**src/rtl/core/ics_pkg.sv**
```systemverilog
// ----------------------------------------------------------------------------
// ics_pkg
// Types and helpers shared by the internet checksum block with its
// optional TCP/UDP pseudo header.
// ----------------------------------------------------------------------------
`default_nettype none

package ics_pkg;

	// One packet byte with the fields that are sampled alongside the final byte.
	typedef struct packed {
		logic [7:0]  data_byte;
		logic        last_byte;
		logic        use_pseudo;
		logic [31:0] src_addr;
		logic [31:0] dest_addr;
		logic [7:0]  protocol_num;
	} ics_in_t;

	// One checksum result, issued for the final byte of a packet.
	typedef struct packed {
		logic [15:0] checksum;
		logic [15:0] packet_length;
		logic        too_long;
	} ics_out_t;

	// Width of a ones-complement word.
	localparam int unsigned WORD_W = 16;

	// Width of an unfolded sum of up to eight 16-bit words.
	localparam int unsigned WIDE_W = WORD_W + 3;

	// Ones-complement addition of two words with the end-around carry.
	function automatic logic [WORD_W-1:0] oc_add(input logic [WORD_W-1:0] a,
		input logic [WORD_W-1:0] b);
		logic [WORD_W:0] s;
		s = {1'b0, a} + {1'b0, b};
		return s[WORD_W-1:0] + {{(WORD_W-1){1'b0}}, s[WORD_W]};
	endfunction

endpackage : ics_pkg

`default_nettype wire

```
**src/rtl/core/ics_in_reg.sv**
```systemverilog
// ----------------------------------------------------------------------------
// ics_in_reg
// Input register of the checksum block. Holds one accepted byte until the
// accumulator can take it, and accepts a new byte in the same cycle as the
// held one moves on.
// ----------------------------------------------------------------------------
`default_nettype none

module ics_in_reg (
	input  wire logic            clk,
	input  wire logic            arst_n,
	input  wire logic            in_valid,
	output logic                 in_ready,
	input  wire ics_pkg::ics_in_t in_item,
	input  wire logic            advance,
	output logic                 valid_s1,
	output ics_pkg::ics_in_t     item_s1
);
	import ics_pkg::*;

	// The stage frees up when it is empty or when its byte moves on.
	assign in_ready = !valid_s1 || advance;

	// Occupancy flag.
	always_ff @(posedge clk or negedge arst_n) begin
		if (!arst_n) begin
			valid_s1 <= 1'b0;
		end else if (in_ready) begin
			valid_s1 <= in_valid;
		end
	end

	// Payload needs no reset.
	always_ff @(posedge clk) begin
		if (in_valid && in_ready) begin
			item_s1 <= in_item;
		end
	end

endmodule : ics_in_reg

`default_nettype wire

```
**src/rtl/core/ics_accum.sv**
```systemverilog
// ----------------------------------------------------------------------------
// ics_accum
// Running ones-complement sum and byte count of the current packet. Works
// out the new state for the byte presented to it and, for the final byte,
// the finished checksum with the optional pseudo header folded in.
// ----------------------------------------------------------------------------
`default_nettype none

module ics_accum (
	input  wire logic             clk,
	input  wire logic             arst_n,
	input  wire logic             advance,
	input  wire ics_pkg::ics_in_t item,
	output ics_pkg::ics_out_t     result
);
	import ics_pkg::*;

	logic [WORD_W-1:0] running_sum_q;
	logic [WORD_W-1:0] byte_count_q;
	logic              length_overflow_q;

	logic [WORD_W-1:0] word_in;
	logic [WORD_W-1:0] sum_next;
	logic [WORD_W:0]   count_inc;
	logic [WORD_W-1:0] count_next;
	logic              overflow_next;
	logic [WIDE_W-1:0] pseudo_total;
	logic [WORD_W:0]   pseudo_fold1;
	logic [WORD_W-1:0] pseudo_sum;
	logic [WORD_W-1:0] final_sum;

	// A byte at an even position is the high half of its word.
	assign word_in = byte_count_q[0] ? {8'h00, item.data_byte} : {item.data_byte, 8'h00};

	assign sum_next = oc_add(running_sum_q, word_in);

	// Byte count wraps at 64 Ki and remembers that it did.
	assign count_inc     = {1'b0, byte_count_q} + {{WORD_W{1'b0}}, 1'b1};
	assign count_next    = count_inc[WORD_W-1:0];
	assign overflow_next = length_overflow_q | count_inc[WORD_W];

	// The pseudo header is added as one wide sum over the old running sum,
	// the new word and the six header words, then folded twice. A zero
	// total stays zero and any other total lands on the same value as a
	// chain of end-around additions would.
	assign pseudo_total = WIDE_W'(running_sum_q) + WIDE_W'(word_in)
		+ WIDE_W'(item.src_addr[31:16]) + WIDE_W'(item.src_addr[15:0])
		+ WIDE_W'(item.dest_addr[31:16]) + WIDE_W'(item.dest_addr[15:0])
		+ WIDE_W'(item.protocol_num) + WIDE_W'(count_next);
	assign pseudo_fold1 = {1'b0, pseudo_total[WORD_W-1:0]}
		+ {{(WORD_W - (WIDE_W - WORD_W) + 1){1'b0}}, pseudo_total[WIDE_W-1:WORD_W]};
	assign pseudo_sum = pseudo_fold1[WORD_W-1:0] + {{(WORD_W-1){1'b0}}, pseudo_fold1[WORD_W]};

	assign final_sum = item.use_pseudo ? pseudo_sum : sum_next;

	// Result fields for a final byte.
	always_comb begin
		result.checksum      = ~final_sum;
		result.packet_length = count_next;
		result.too_long      = overflow_next;
	end

	// State returns to its reset values once a packet ends.
	always_ff @(posedge clk or negedge arst_n) begin
		if (!arst_n) begin
			running_sum_q     <= '0;
			byte_count_q      <= '0;
			length_overflow_q <= 1'b0;
		end else if (advance) begin
			if (item.last_byte) begin
				running_sum_q     <= '0;
				byte_count_q      <= '0;
				length_overflow_q <= 1'b0;
			end else begin
				running_sum_q     <= sum_next;
				byte_count_q      <= count_next;
				length_overflow_q <= overflow_next;
			end
		end
	end

`ifndef SYNTHESIS
	// A finished packet leaves the accumulator cleared.
	a_clear_after_last: assert property (@(posedge clk) disable iff (!arst_n)
		advance && item.last_byte |=> running_sum_q == '0 && byte_count_q == '0
		&& !length_overflow_q)
		else $error("accumulator not cleared after final byte");

	// The overflow flag only rises when the count wraps to zero.
	a_overflow_on_wrap: assert property (@(posedge clk) disable iff (!arst_n)
		$rose(length_overflow_q) |-> byte_count_q == '0)
		else $error("length overflow set without count wrap");

	// Without a byte moving in, the state holds.
	a_state_holds: assert property (@(posedge clk) disable iff (!arst_n)
		!advance |=> $stable(running_sum_q) && $stable(byte_count_q)
		&& $stable(length_overflow_q))
		else $error("accumulator state changed without a byte");
`endif

endmodule : ics_accum

`default_nettype wire

```
**src/rtl/core/internet_checksum_pseudo_header.sv**
```systemverilog
// ----------------------------------------------------------------------------
// internet_checksum_pseudo_header
// Internet checksum over a packet streamed one byte per transfer, with an
// optional TCP/UDP pseudo header added on the final byte.
// ----------------------------------------------------------------------------
//
//   Channel   Direction  Handshake             Payload
//   in_item   input      in_valid / in_ready   ics_in_t: one packet byte
//   out_item  output     out_valid / out_ready ics_out_t: one checksum
//
// One byte is accepted every cycle while the output side keeps up.
// A result is registered in the output register when its final byte moves on;
// the path is the input register, the accumulator, the output register.
// A final byte waits in the input register only while an earlier result is
// still held in the output register, and the sender is held off for that time;
// a byte that is not final never waits.
// Reset clears the accumulator state and both valid flags.
// ----------------------------------------------------------------------------
`default_nettype none

module internet_checksum_pseudo_header (
	input  wire logic              clk,
	input  wire logic              arst_n,
	input  wire logic              in_valid,
	output logic                   in_ready,
	input  wire ics_pkg::ics_in_t  in_item,
	output logic                   out_valid,
	input  wire logic              out_ready,
	output ics_pkg::ics_out_t      out_item
);
	import ics_pkg::*;

	logic     valid_s1;
	ics_in_t  item_s1;
	logic     advance;
	logic     load;
	ics_out_t result;
	logic     out_valid_q;
	ics_out_t out_item_q;

	// A byte moves on unless it is final and the output register is still full.
	assign advance = valid_s1 && (!item_s1.last_byte || !out_valid_q || out_ready);
	assign load    = advance && item_s1.last_byte;

	ics_in_reg u_in_reg (
		.clk      (clk),
		.arst_n   (arst_n),
		.in_valid (in_valid),
		.in_ready (in_ready),
		.in_item  (in_item),
		.advance  (advance),
		.valid_s1 (valid_s1),
		.item_s1  (item_s1)
	);

	ics_accum u_accum (
		.clk     (clk),
		.arst_n  (arst_n),
		.advance (advance),
		.item    (item_s1),
		.result  (result)
	);

	// Output register valid flag.
	always_ff @(posedge clk or negedge arst_n) begin
		if (!arst_n) begin
			out_valid_q <= 1'b0;
		end else if (load) begin
			out_valid_q <= 1'b1;
		end else if (out_ready) begin
			out_valid_q <= 1'b0;
		end
	end

	// Output register payload.
	always_ff @(posedge clk) begin
		if (load) begin
			out_item_q <= result;
		end
	end

	assign out_valid = out_valid_q;
	assign out_item  = out_item_q;

`ifndef SYNTHESIS
	// A new result never overwrites one that has not been taken.
	a_no_overwrite: assert property (@(posedge clk) disable iff (!arst_n)
		!(load && out_valid_q && !out_ready))
		else $error("result overwritten before transfer");

	// An accepted byte is held in the input register on the next cycle.
	a_in_captured: assert property (@(posedge clk) disable iff (!arst_n)
		in_valid && in_ready |=> valid_s1)
		else $error("accepted byte lost");

	// A loaded result is presented on the next cycle.
	a_load_shows: assert property (@(posedge clk) disable iff (!arst_n)
		load |=> out_valid_q)
		else $error("result not presented after load");
`endif

endmodule : internet_checksum_pseudo_header

`default_nettype wire
```
**config.mk**
```make
export PLATFORM = sky130hd
export DESIGN_NAME = internet_checksum_pseudo_header
export DESIGN_NICKNAME = d
export VERILOG_FILES = /design/src/rtl/core/ics_pkg.sv /design/src/rtl/core/ics_in_reg.sv /design/src/rtl/core/ics_accum.sv /design/src/rtl/core/internet_checksum_pseudo_header.sv
export SDC_FILE = /design/constraint.sdc
export NUM_CORES = 1
export LEC_CHECK = 0
export BUFFER_PORTS_ARGS = -buffer_cell sky130_fd_sc_hd__buf_2
export CAP_MARGIN = 20
export CORE_UTILIZATION = 59
export DETAILED_ROUTE_END_ITERATION = 10
export PLACE_DENSITY = 0.81
export SETUP_SLACK_MARGIN = 0.3
export SYNTH_ARGS = -nofsm -noshare
export SYNTH_HDL_FRONTEND = slang
export SYNTH_SLANG_ARGS = --single-unit
```
**constraint.sdc**
```tcl
create_clock -name clk -period 10.03 [get_ports clk]
set_input_delay 1.5045 -clock clk [delete_from_list [all_inputs] [get_ports clk]]
set_output_delay 1.5045 -clock clk [all_outputs]
set_load 0.02 [all_outputs]
```
-- Yosys cells after proc, flatten, opt, wreduce, memory -nomap -nowiden
Cells that the tools add are included.
- flip-flop bits (word level): 150
- input port bits: 86
- output and inout port bits: 35
- logic and storage cells: 45
- add/subtract/negate cells: 12
- mux-type cells: 7
- bitwise gates (word level): 2
- reductions and logical operators: 10
- operator list (kind ; number):
    $add A19 B16 Y19 ; 5
    $mux W16 ; 4
    $add A16 B16 Y17 ; 2
    $add A16 B1 Y16 ; 2
    $add A19 B8 Y19 ; 1
    $add A16 B1 Y17 const B ; 1
    $add A16 B3 Y17 ; 1
    $not A16 Y16 ; 1
    $logic_and A1 B1 Y1 ; 3
    $logic_not A1 Y1 ; 3
    $logic_or A1 B1 Y1 ; 3
    $mux W1 ; 3
    $reduce_bool A2 Y1 ; 1
    $or A1 B1 Y1 ; 1

-- Logic depth before layout (Yosys ltp)
Gate-level depths: netlist (run 1).
- depth in word-level cells: 12
- gate-level depth with buffers: 44
- depth with buffers taken out: 42

-- Modules after synthesis
From an unflattened synthesis (run 1), not the netlist that was laid out.
- cell total of the unflattened synthesis: 895
- area total of the unflattened synthesis: 10063.4 um^2
- modules (own cells, without submodules) (module ; instances ; cells each ; area each (um^2)):
    ics_accum ; 1 ; 770 ; 6492.5
    ics_in_reg ; 1 ; 86 ; 2516.2
    internet_checksum_pseudo_header ; 1 ; 39 ; 1054.8

-- Worst setup path after synthesis (run 1)
No wires, ideal clock.
- kind: register to register
- from: register u_accum.byte_count_q[0]
- to: register out_item_q, in the netlist out_item[32] (data pin)
- setup time: 0.262 ns
- data arrival time: 8.768 ns
- required time: 9.768 ns
- path slack: 1.000 ns
- stages on the path, launching flop included: 43
- buffers on the path: 1
- cell sequence: dfrtp_1 > clkbuf_1 > and2_1 > ha_1 > inv_1 > fa_1 > nor2b_1 > o21ai_1 > a211oi_1 > nor2_1 > o31ai_1 > inv_1 > fa_1 > inv_1 > fa_1 > fa_1 > fa_1 > inv_1 > [... 7 more ...] > a21oi_1 > xnor2_1 > ha_1 > inv_1 > fa_1 > nor2b_1 > o21a_1 > nand3_1 > or4_4 > nor3_1 > ha_1 > and3_1 > nand2_1 > a211oi_4 > o211ai_1 > a211oi_2 > xnor2_1 > mux2i_1
- RTL lines (what ; line ; source):
    start: declaration ; ics_accum.sv:19 ; logic [WORD_W-1:0] byte_count_q;
    start signal: assignment ; ics_accum.sv:76 ; byte_count_q <= count_next;
    end signal: assignment ; internet_checksum_pseudo_header.sv:78 ; out_item_q <= result;
    end: declaration ; internet_checksum_pseudo_header.sv:39 ; ics_out_t out_item_q;

==> flow_metrics.tcl, run 1 <==
set metrics [dict create \
    routedLengthMet1_um 9450 \
    wl_met3_um 1190 \
    synth_enable_flop_cells 115 \
    rsz0062_at_grt "false" \
    cts_made_buffers 17 \
    core_area_um2 16600 \
    grt_pass1_vias 6922 \
    fin_crit_ns 9.34 \
    ys_top_cells_by_area "edfxtp_1, fa_1, dfrtp_1" \
    grt_overflow 0 \
    tightest_slew_ns 0.864 \
    status "completed" \
    ios 121 \
    ys_ff_latch 150 \
    yosys.area.top_type_share_pct 34.6 \
    slew_violations 0 \
    via_per_inst 5.60 \
    gp_congestion 0.899 \
    syn_to_final_growth_pct 17.1 \
    cts_sinks 150 \
    dr.max_layer_used "met4" \
    io_buffers 120 \
    antenna_found_initial 0 \
    ant_nets 0 \
    die_h_um 132 \
    drc 0 \
    h-tree-depth 4 \
    ys_types 76 \
    rows 47 \
    worstSetupEndpointType "flop" \
    final_hold_viol_count 0 \
    start_util_pct 60.2 \
    synth-xor-area-share_pct 6.42 \
    synth_compound_area_share_pct 12.0 \
    syn_area_um2 9990 \
    grt_pass1_wl_um 35000 \
    placedInstanceArea_um2 10900 \
    yosysWarnings 0 \
    holdPathStages 2 \
    synth_top_family_by_area "adder cells" \
    synth_top_cell_by_area "edfxtp_1" \
    synth_nets 1081 \
    period_share_pct 93.1 \
    reg2reg_depth 38 \
    design.die.area_um2 17500 \
    slowest_delay_ns 0.51 \
    finClkSkew_ns 0.00915 \
    crit_path_start_kind "flop" \
    drt_wl_total_um 22000 \
    crit_type "reg -> reg" \
    synthMuxAreaShare_pct 0.501 \
    synth_most_common_cell "inv_1" \
    setup_viol_count_final 0 \
    drv_cap 0 \
    grt_max_degree 83 \
    worstSkewPairLatency_ns 0.44 \
    die_w_um 132 \
    slowest_stage "fa_1" \
    clk_pin_slew_ns 0.06 \
    drt_first_pass_iters 5 \
    postSynth.asyncResetShare_pct 23.3 \
    cts_hold_buf 0 \
    netlist_instances 868 \
    hpwlAfterDp_um 16400 \
    worstPathArrival_ns 9.49 \
    drt_iter0_markers 506 \
    yosys.area_share.simple_pct 10.5 \
    tns_ns 0 \
    grt_util_all_layers_pct 26.7 \
    synth_top_cells_by_count "inv_1, edfxtp_1, fa_1" \
    required_ns 10.18 \
    slew_headroom_pct 42.4 \
    cts.path.max_buffers 2 \
    antenna_cells 0 \
    cts_tree "built" \
    timing.rr.end "out_item[32]$_DFFE_PP_" \
    timing.fmax_ghz 0.107 \
    hold_start "u_accum.running_sum_q[0]$_DFFE_PN0P_" \
    worstHoldPathType "reg -> reg" \
    wl_met2_um 10800 \
    worstPathMaxFanout 15 \
    syn_area_per_cell_um2 11.5 \
    finalInstanceArea_um2 11700 \
    nNetsFinal 1221 \
    synth_fa_ha_area_share_pct 21.4 \
    crit_top_cell "fa_1" \
    clockRootBuffer "clkbuf_16" \
    hold_end "u_accum.running_sum_q[0]$_DFFE_PN0P_" \
    reg2reg_from "u_accum.byte_count_q[0]$_DFFE_PN0P_" \
    ys_seq_area_share_pct 43.3 \
    synth_top_flop_cell "edfxtp_1" \
    routedWlPerCell_um 17.7 \
    drive_gt1_share_pct 21.2 \
    regToRegSetupSlack_ns 0.69 \
    vias 6945 \
]
-- routing by layer --
| layer | GRT usage (%) | up-vias |
|---|---|---|
| li1 | - | 3275 |
| met1 | 35.1 | 3382 |
| met2 | 44.4 | 250 |
| met3 | 6.19 | 38 |
| met4 | 8.27 | 0 |
| met5 | 0 | - |
-- worst max-delay path: cells and delay by family, from the launching register on --
kind / cells / cell delay, ns
and+or+nand+nor: 10 / 2.19
adders and majority gates: 9 / 3.34
xor gates and xnor gates: 2 / 0.28
DFF: 1 / 0.42
muxes: 1 / 0.09
buffers and inverters: 5 / 0.43
AOI/OAI and AO/OA: 11 / 2.25
-- how the worst max path moves through the flow --
stage / start / end / slack [ns]
floorplan: u_accum.byte_count_q[0]$_DFFE_PN0P_ / out_item[32]$_DFFE_PP_ / 1.0
global placement: u_accum.byte_count_q[0]$_DFFE_PN0P_ / out_item[31]$_DFFE_PP_ / 0.28
detailed placement: u_accum.byte_count_q[0]$_DFFE_PN0P_ / out_item[31]$_DFFE_PP_ / 0.04
CTS: u_accum.byte_count_q[0]$_DFFE_PN0P_ / out_item[32]$_DFFE_PP_ / 0.32
global route: u_accum.byte_count_q[0]$_DFFE_PN0P_ / out_item[31]$_DFFE_PP_ / 0.22
finish: u_accum.byte_count_q[0]$_DFFE_PN0P_ / out_item[32]$_DFFE_PP_ / 0.69
-- sequential cells by signal, indices dropped and copies added, names as in the netlist --
name                       cells
out_item                      33
out_valid                      1
u_accum.byte_count_q          16
u_accum.length_overflow_q      1
u_accum.running_sum_q         16
u_in_reg.item_s1              82
u_in_reg.valid_s1              1
-- metrics by stage --
step                setup WS, ns  hold WS (ns)  cells  utilization [%]
finish                     0.694         0.496   1241             70.5
global route               0.221         0.515   1241             70.5
CTS                        0.318         0.493   1235             69.5
detailed placement        0.0356         0.478   1203             65.7
global placement           0.279         0.468   1203             65.7
floorplan                   1.00         0.445    868                -
-- repair_timing --
| item | 4_1_cts | 5_1_grt |
|---|---|---|
| resized for setup | 7 | 19 |
| pin swaps | 0 | 7 |
| buffers inserted | 0 | 4 |
| endpoints found under the setup margin | 9 | 13 |
| cloned | 0 | 0 |
-- cell usage in the layout, fill, tap and decap left out, types with 5 or more instances in the layout --
cell,count
a22o_1,16
edfxtp_1,115
inv_1,131
a21o_1,14
nor2_1,36
nand3_1,22
o31ai_1,5
buf_2,120
nand2b_1,7
clkbuf_16,17
nor3_1,5
ha_1,54
and2_1,12
a31oi_1,6
mux2i_1,5
xnor2_1,46
and3_1,11
nor2b_1,16
nand2_1,50
a21oi_1,26
a211oi_2,5
buf_4,17
o21ai_0,39
fa_1,71
nand4_1,6
nor4_1,5
dfrtp_1,34
xor2_1,19
-- cell type report --
type	count	area [um2]
timing repair buffer	139	783
multi-input combinational	568	5200
fill	1196	4890
inverter	132	495
clock buffer	19	433
sequential	150	4330
tap	220	275
clock inverter	13	183
-- cells by family (layout without fill, tap and decap cells) --
group                      after synthesis  after routing
AOI/OAI and AO/OA                      164            164
xor gates and xnor gates                69             69
adders and majority gates              128            128
buffers and inverters                  150            303
DFF                                    150            150
muxes                                    5              5
and+or+nand+nor                        202            202
Power of run 1 is left out: the tool's default activity adds up to more than one toggle a clock period on the data nets, which glitch-free logic cannot reach.
==> run 2: changes to the inputs <==
--- a/config.mk
+++ b/config.mk
@@ -7,6 +7,7 @@
 export LEC_CHECK = 0
 export BUFFER_PORTS_ARGS = -buffer_cell sky130_fd_sc_hd__buf_2
 export CAP_MARGIN = 20
+export CORE_ASPECT_RATIO = 2
 export CORE_UTILIZATION = 59
 export DETAILED_ROUTE_END_ITERATION = 10
 export PLACE_DENSITY = 0.81
==> flow_metrics.tcl, run 2 (synthesis gave the netlist of run 1 again) <==
set metrics [dict create \
    cts.path.max_buffers 2 \
    nNetsFinal 1234 \
    io_buffers 120 \
    vias 7115 \
    grt_max_degree 83 \
    holdPathStages 2 \
    fin_crit_ns 9.32 \
    design.die.area_um2 17500 \
    antenna_found_initial 0 \
    drt_first_pass_iters 5 \
    drive_gt1_share_pct 23.2 \
    required_ns 10.18 \
    status "completed" \
    clockRootBuffer "clkbuf_16" \
    drt_iter0_markers 368 \
    reg2reg_depth 40 \
    drt_wl_total_um 23400 \
    grt_overflow 0 \
    nFillCells 1183 \
    worstSkewPairLatency_ns 0.44 \
    crit_path_start_kind "flop" \
    tns_ns 0 \
    crit_top_cell "ha_1" \
    grt_pass1_wl_um 35300 \
    cts_tree "built" \
    largest_reg_flops 82 \
    via_per_inst 5.73 \
    slowest_stage "fa_1" \
    routedWlPerCell_um 18.9 \
    grt_util_all_layers_pct 27.8 \
    ios 121 \
    final_hold_viol_count 0 \
    final_cell_mix "inv_1, buf_2, edfxtp_1" \
    largest_register "u_in_reg.item_s1" \
    die_w_um 94.0 \
    start_util_pct 59.9 \
    drv_cap 0 \
    timing.fmax_ghz 0.107 \
    worstHoldPathType "reg -> reg" \
    grt_pass1_vias 7043 \
    crit_type "reg -> reg" \
    core_area_um2 16700 \
    clk_pin_slew_ns 0.06 \
    h-tree-depth 4 \
    die_h_um 186 \
    antenna_cells 0 \
    period_share_pct 92.9 \
    slew_headroom_pct 29.1 \
    syn_to_final_growth_pct 18.7 \
    worstPathMaxFanout 13 \
    hpwlAfterDp_um 17400 \
    rows 67 \
    gp_congestion 0.913 \
    slowest_delay_ns 0.55 \
    ant_nets 0 \
    cts_sinks 150 \
    final_common_cell "inv_1" \
    finClkSkew_ns 0.0136 \
    worstPathArrival_ns 9.47 \
    cts_made_buffers 17 \
    tightest_slew_ns 1.06 \
    rsz0062_at_grt "false" \
    drc 0 \
    worstSetupEndpointType "flop" \
    setup_viol_count_final 0 \
    slew_violations 0 \
]
-- run 2: timing repair --
action / 4_1_cts / 5_1_grt
buffers inserted: 0 / 9
resized for setup: 0 / 39
hold buffers: 0 / 0
setup endpoints to repair: 0 / 12
-- run 2: routing by layer --
layer  global-route usage [%]  share of wire, %  wire [um]
met1                     29.2                34       7940
met2                     50.0                55      13000
met3                     4.33               4.6       1080
met4                     18.8               6.2       1450
met5                        0                 0          0
-- run 2: path summary, 6_finish.rpt --
check | end | start | slack (ns)
max | out_item[27]$_DFFE_PP_ | u_accum.byte_count_q[0]$_DFFE_PN0P_ | 0.71
min in group asynchronous | u_accum.running_sum_q[7]$_DFFE_PN0P_ | arst_n | 1.19
min | u_accum.running_sum_q[0]$_DFFE_PN0P_ | u_accum.running_sum_q[0]$_DFFE_PN0P_ | 0.50
max reg2reg | out_item[27]$_DFFE_PP_ | u_accum.byte_count_q[0]$_DFFE_PN0P_ | 0.71
min reg2reg | u_accum.running_sum_q[0]$_DFFE_PN0P_ | u_accum.running_sum_q[0]$_DFFE_PN0P_ | 0.50
max in group asynchronous | u_accum.byte_count_q[0]$_DFFE_PN0P_ | arst_n | 8.25
-- run 2: critical path: cells and delay by family (launching register included) --
kind | cells | cell delay (ns)
adders and majority gates | 10 | 3.53
and+or+nand+nor | 12 | 2.45
buffers and inverters | 5 | 0.50
AOI/OAI and AO/OA | 11 | 1.84
DFF | 1 | 0.44
xor gates and xnor gates | 2 | 0.28
-- run 2: cell type report --
| cell class | instances | area [um2] | share of cell area (%) |
|---|---|---|---|
| sequential | 150 | 4330 | 36.5 |
| clock inverter | 8 | 103 | 0.865 |
| tap | 207 | 259 | 2.18 |
| timing repair buffer | 152 | 861 | 7.26 |
| multi-input combinational | 568 | 5270 | 44.4 |
| inverter | 132 | 495 | 4.18 |
| clock buffer | 24 | 546 | 4.60 |
-- run 2: stage by stage --
| step | hold WS (ns) | area [um2] | utilization (%) | worst slack [ns] | std cells |
|---|---|---|---|---|---|
| 2_1_floorplan | 0.445 | 9990 | - | 1.00 | 868 |
| 3_3_place_gp | 0.471 | 10900 | 65.6 | 0.700 | 1199 |
| 3_5_place_dp | 0.480 | 10900 | 65.6 | 0.441 | 1199 |
| 4_1_cts | 0.497 | 11600 | 69.5 | 0.383 | 1231 |
| 5_1_grt | 0.543 | 11900 | 71.1 | 0.209 | 1241 |
| 6_report | 0.499 | 11900 | 71.1 | 0.708 | 1241 |
Power of run 2 is left out for the same reason.
==> run 3: changes to the inputs <==
--- a/config.mk
+++ b/config.mk
@@ -8,10 +8,11 @@
 export BUFFER_PORTS_ARGS = -buffer_cell sky130_fd_sc_hd__buf_2
 export CAP_MARGIN = 20
 export CORE_ASPECT_RATIO = 2
-export CORE_UTILIZATION = 59
+export CORE_UTILIZATION = 60
 export DETAILED_ROUTE_END_ITERATION = 10
-export PLACE_DENSITY = 0.81
+export PLACE_DENSITY = 0.82
 export SETUP_SLACK_MARGIN = 0.3
 export SYNTH_ARGS = -nofsm -noshare
 export SYNTH_HDL_FRONTEND = slang
+export SYNTH_HIERARCHICAL = 1
 export SYNTH_SLANG_ARGS = --single-unit
==> flow_metrics.tcl, run 3 <==
set metrics [dict create \
    antenna_found_initial 0 \
    ys_ff_latch 150 \
    drive_gt1_share_pct 20.0 \
    worstPathArrival_ns 9.44 \
    period_share_pct 92.2 \
    io_buffers 120 \
    synth_most_common_cell "inv_1" \
    drt_wl_total_um 22500 \
    cts_sinks 150 \
    gp_congestion 0.898 \
    cts_hold_buf 0 \
    final_cell_mix "inv_1, buf_2, edfxtp_1" \
    netlist_instances 895 \
    crit_type "reg -> reg" \
    reg2reg_from "u_accum/byte_count_q[0]$_DFFE_PN0P_" \
    syn_area_um2 10100 \
    core_area_um2 16400 \
    synth_top_cell_by_area "edfxtp_1" \
    drc 0 \
    timing.fmax_ghz 0.108 \
    nNetsFinal 1243 \
    antenna_cells 0 \
    drv_cap 0 \
    regToRegSetupSlack_ns 0.78 \
    die_h_um 185 \
    cts.path.max_buffers 2 \
    largest_reg_flops 82 \
    tightest_slew_ns 1.09 \
    reg2reg_depth 39 \
    start_util_pct 61.5 \
    syn_to_final_growth_pct 15.4 \
    h-tree-depth 4 \
    yosys.area.top_type_share_pct 34.3 \
    clockRootBuffer "clkbuf_16" \
    synth_top_cells_by_count "inv_1, edfxtp_1, fa_1" \
    grt_pass1_wl_um 34600 \
    grt_pass1_vias 7225 \
    setup_viol_count_final 0 \
    slowest_stage "fa_1" \
    largest_register "u_in_reg/item_s1" \
    vias 7060 \
    tns_ns 0 \
    ys_seq_area_share_pct 43.0 \
    grt_util_all_layers_pct 27.3 \
    grt_overflow 0 \
    synth_top_flop_cell "edfxtp_1" \
    synth_nets 1108 \
    final_common_cell "inv_1" \
    worstSetupEndpointType "flop" \
    routedWlPerCell_um 18.0 \
    hold_start "u_accum/running_sum_q[0]$_DFFE_PN0P_" \
    worstPathMaxFanout 6 \
    crit_top_cell "fa_1" \
    slew_headroom_pct 27.2 \
    postSynth.asyncResetShare_pct 23.3 \
    ys_top_cells_by_area "edfxtp_1, fa_1, dfrtp_1" \
    ys_types 72 \
    hold_end "u_accum/running_sum_q[0]$_DFFE_PN0P_" \
    yosysWarnings 6 \
    holdPathStages 2 \
    die_w_um 93.6 \
    cts_made_buffers 17 \
    clk_pin_slew_ns 0.07 \
    finClkSkew_ns 0.0115 \
    nFillCells 1197 \
    crit_path_start_kind "flop" \
    timing.rr.end "out_item[31]$_DFFE_PP_" \
    required_ns 10.22 \
    hpwlAfterDp_um 17000 \
    design.die.area_um2 17300 \
    drt_iter0_markers 435 \
    rsz0062_at_grt "false" \
    final_hold_viol_count 0 \
    via_per_inst 5.66 \
    cts_tree "built" \
    whs_ns 0.534 \
    slowest_delay_ns 0.53 \
    synth_enable_flop_cells 115 \
    slew_violations 0 \
    drt_first_pass_iters 5 \
    status "completed" \
    ant_nets 0 \
    fin_crit_ns 9.25 \
    rows 66 \
    ios 121 \
    worstHoldPathType "reg -> reg" \
    syn_area_per_cell_um2 11.2 \
    critPathLaunch "u_accum/byte_count_q[0]$_DFFE_PN0P_" \
    worstSkewPairLatency_ns 0.43 \
    grt_max_degree 83 \
]
## run 3: changes by cell type in the layout (fill, tap and decap cells not counted), sizes merged, moves of 12 or more
cell	previous run	this run
buf	152	135
nand2	50	31
a22o	16	0
o22ai	0	17
nor2	39	27
nand2b	8	23
inv	135	162
## run 3: critical path, delay by kind of cell (launching register included)
kind            cells  cell delay, ns
compound gates      8            1.17
xor+xnor            2            0.31
fa+ha+maj          10            3.71
buf+inv             4            0.30
flops               1            0.41
mux                 1            0.26
simple gates       14            2.82
## run 3: cells by family (layout without fill, tap and decap cells)
logic type               Yosys count  after routing  synth area share [%]
AND/OR/NAND/NOR                  201            201                  11.4
adder cells (fa/ha/maj)          127            127                  21.2
buffers and inverters            180            328                  6.76
flip-flops                       150            150                  43.0
multiplexers                      12             12                  1.29
AO/OA/AOI/OAI                    154            154                  10.1
XOR/XNOR                          71             71                  6.25
## run 3: how the worst max path moves through the flow
stage	endpoint	slack (ns)
2_1_floorplan	out_item[31]$_DFFE_PP_	0.70
3_3_place_gp	out_item[31]$_DFFE_PP_	0.69
3_5_place_dp	out_item[31]$_DFFE_PP_	0.30
4_1_cts	out_item[31]$_DFFE_PP_	0.34
5_1_grt	out_item[31]$_DFFE_PP_	0.20
6_report	out_item[31]$_DFFE_PP_	0.78
## run 3: timing repair
item,CTS,global route
buffers inserted,0,4
hold endpoints to repair,0,0
pin swaps,0,10
gates resized for setup,1,28
endpoints found under the setup margin,1,14
## run 3: cell type report
type                            instances  area, um2  share of cell area (%)
Clock buffer                           20        447                    3.85
Clock inverter                         12        106                   0.916
Inverter                              161        604                    5.20
Multi-Input combinational cell        565       5160                    44.4
Sequential cell                       150       4330                    37.3
Tap cell                              204        255                    2.20
Timing Repair Buffer                  135        713                    6.14
## run 3: metal layers
metal  share of wire, %  global-route usage (%)  up-vias
li1                   -                       -     3313
met2                 57                    51.9      236
met5                  0                       0        -
met1                 34                    27.5     3457
met4                5.1                    16.1        0
met3                4.0                    3.82       54
## run 3: stage by stage
stage / cell area, um2 / instances / util [%] / worst slack [ns]
finish: 11600 / 1247 / 71.0 / 0.785
floorplan: 10100 / 895 / - / 0.700
global route: 11600 / 1247 / 71.0 / 0.200
detailed placement: 10900 / 1211 / 66.8 / 0.295
CTS: 11500 / 1243 / 70.2 / 0.335
global placement: 10900 / 1211 / 66.8 / 0.688
Power of run 3 is left out for the same reason.
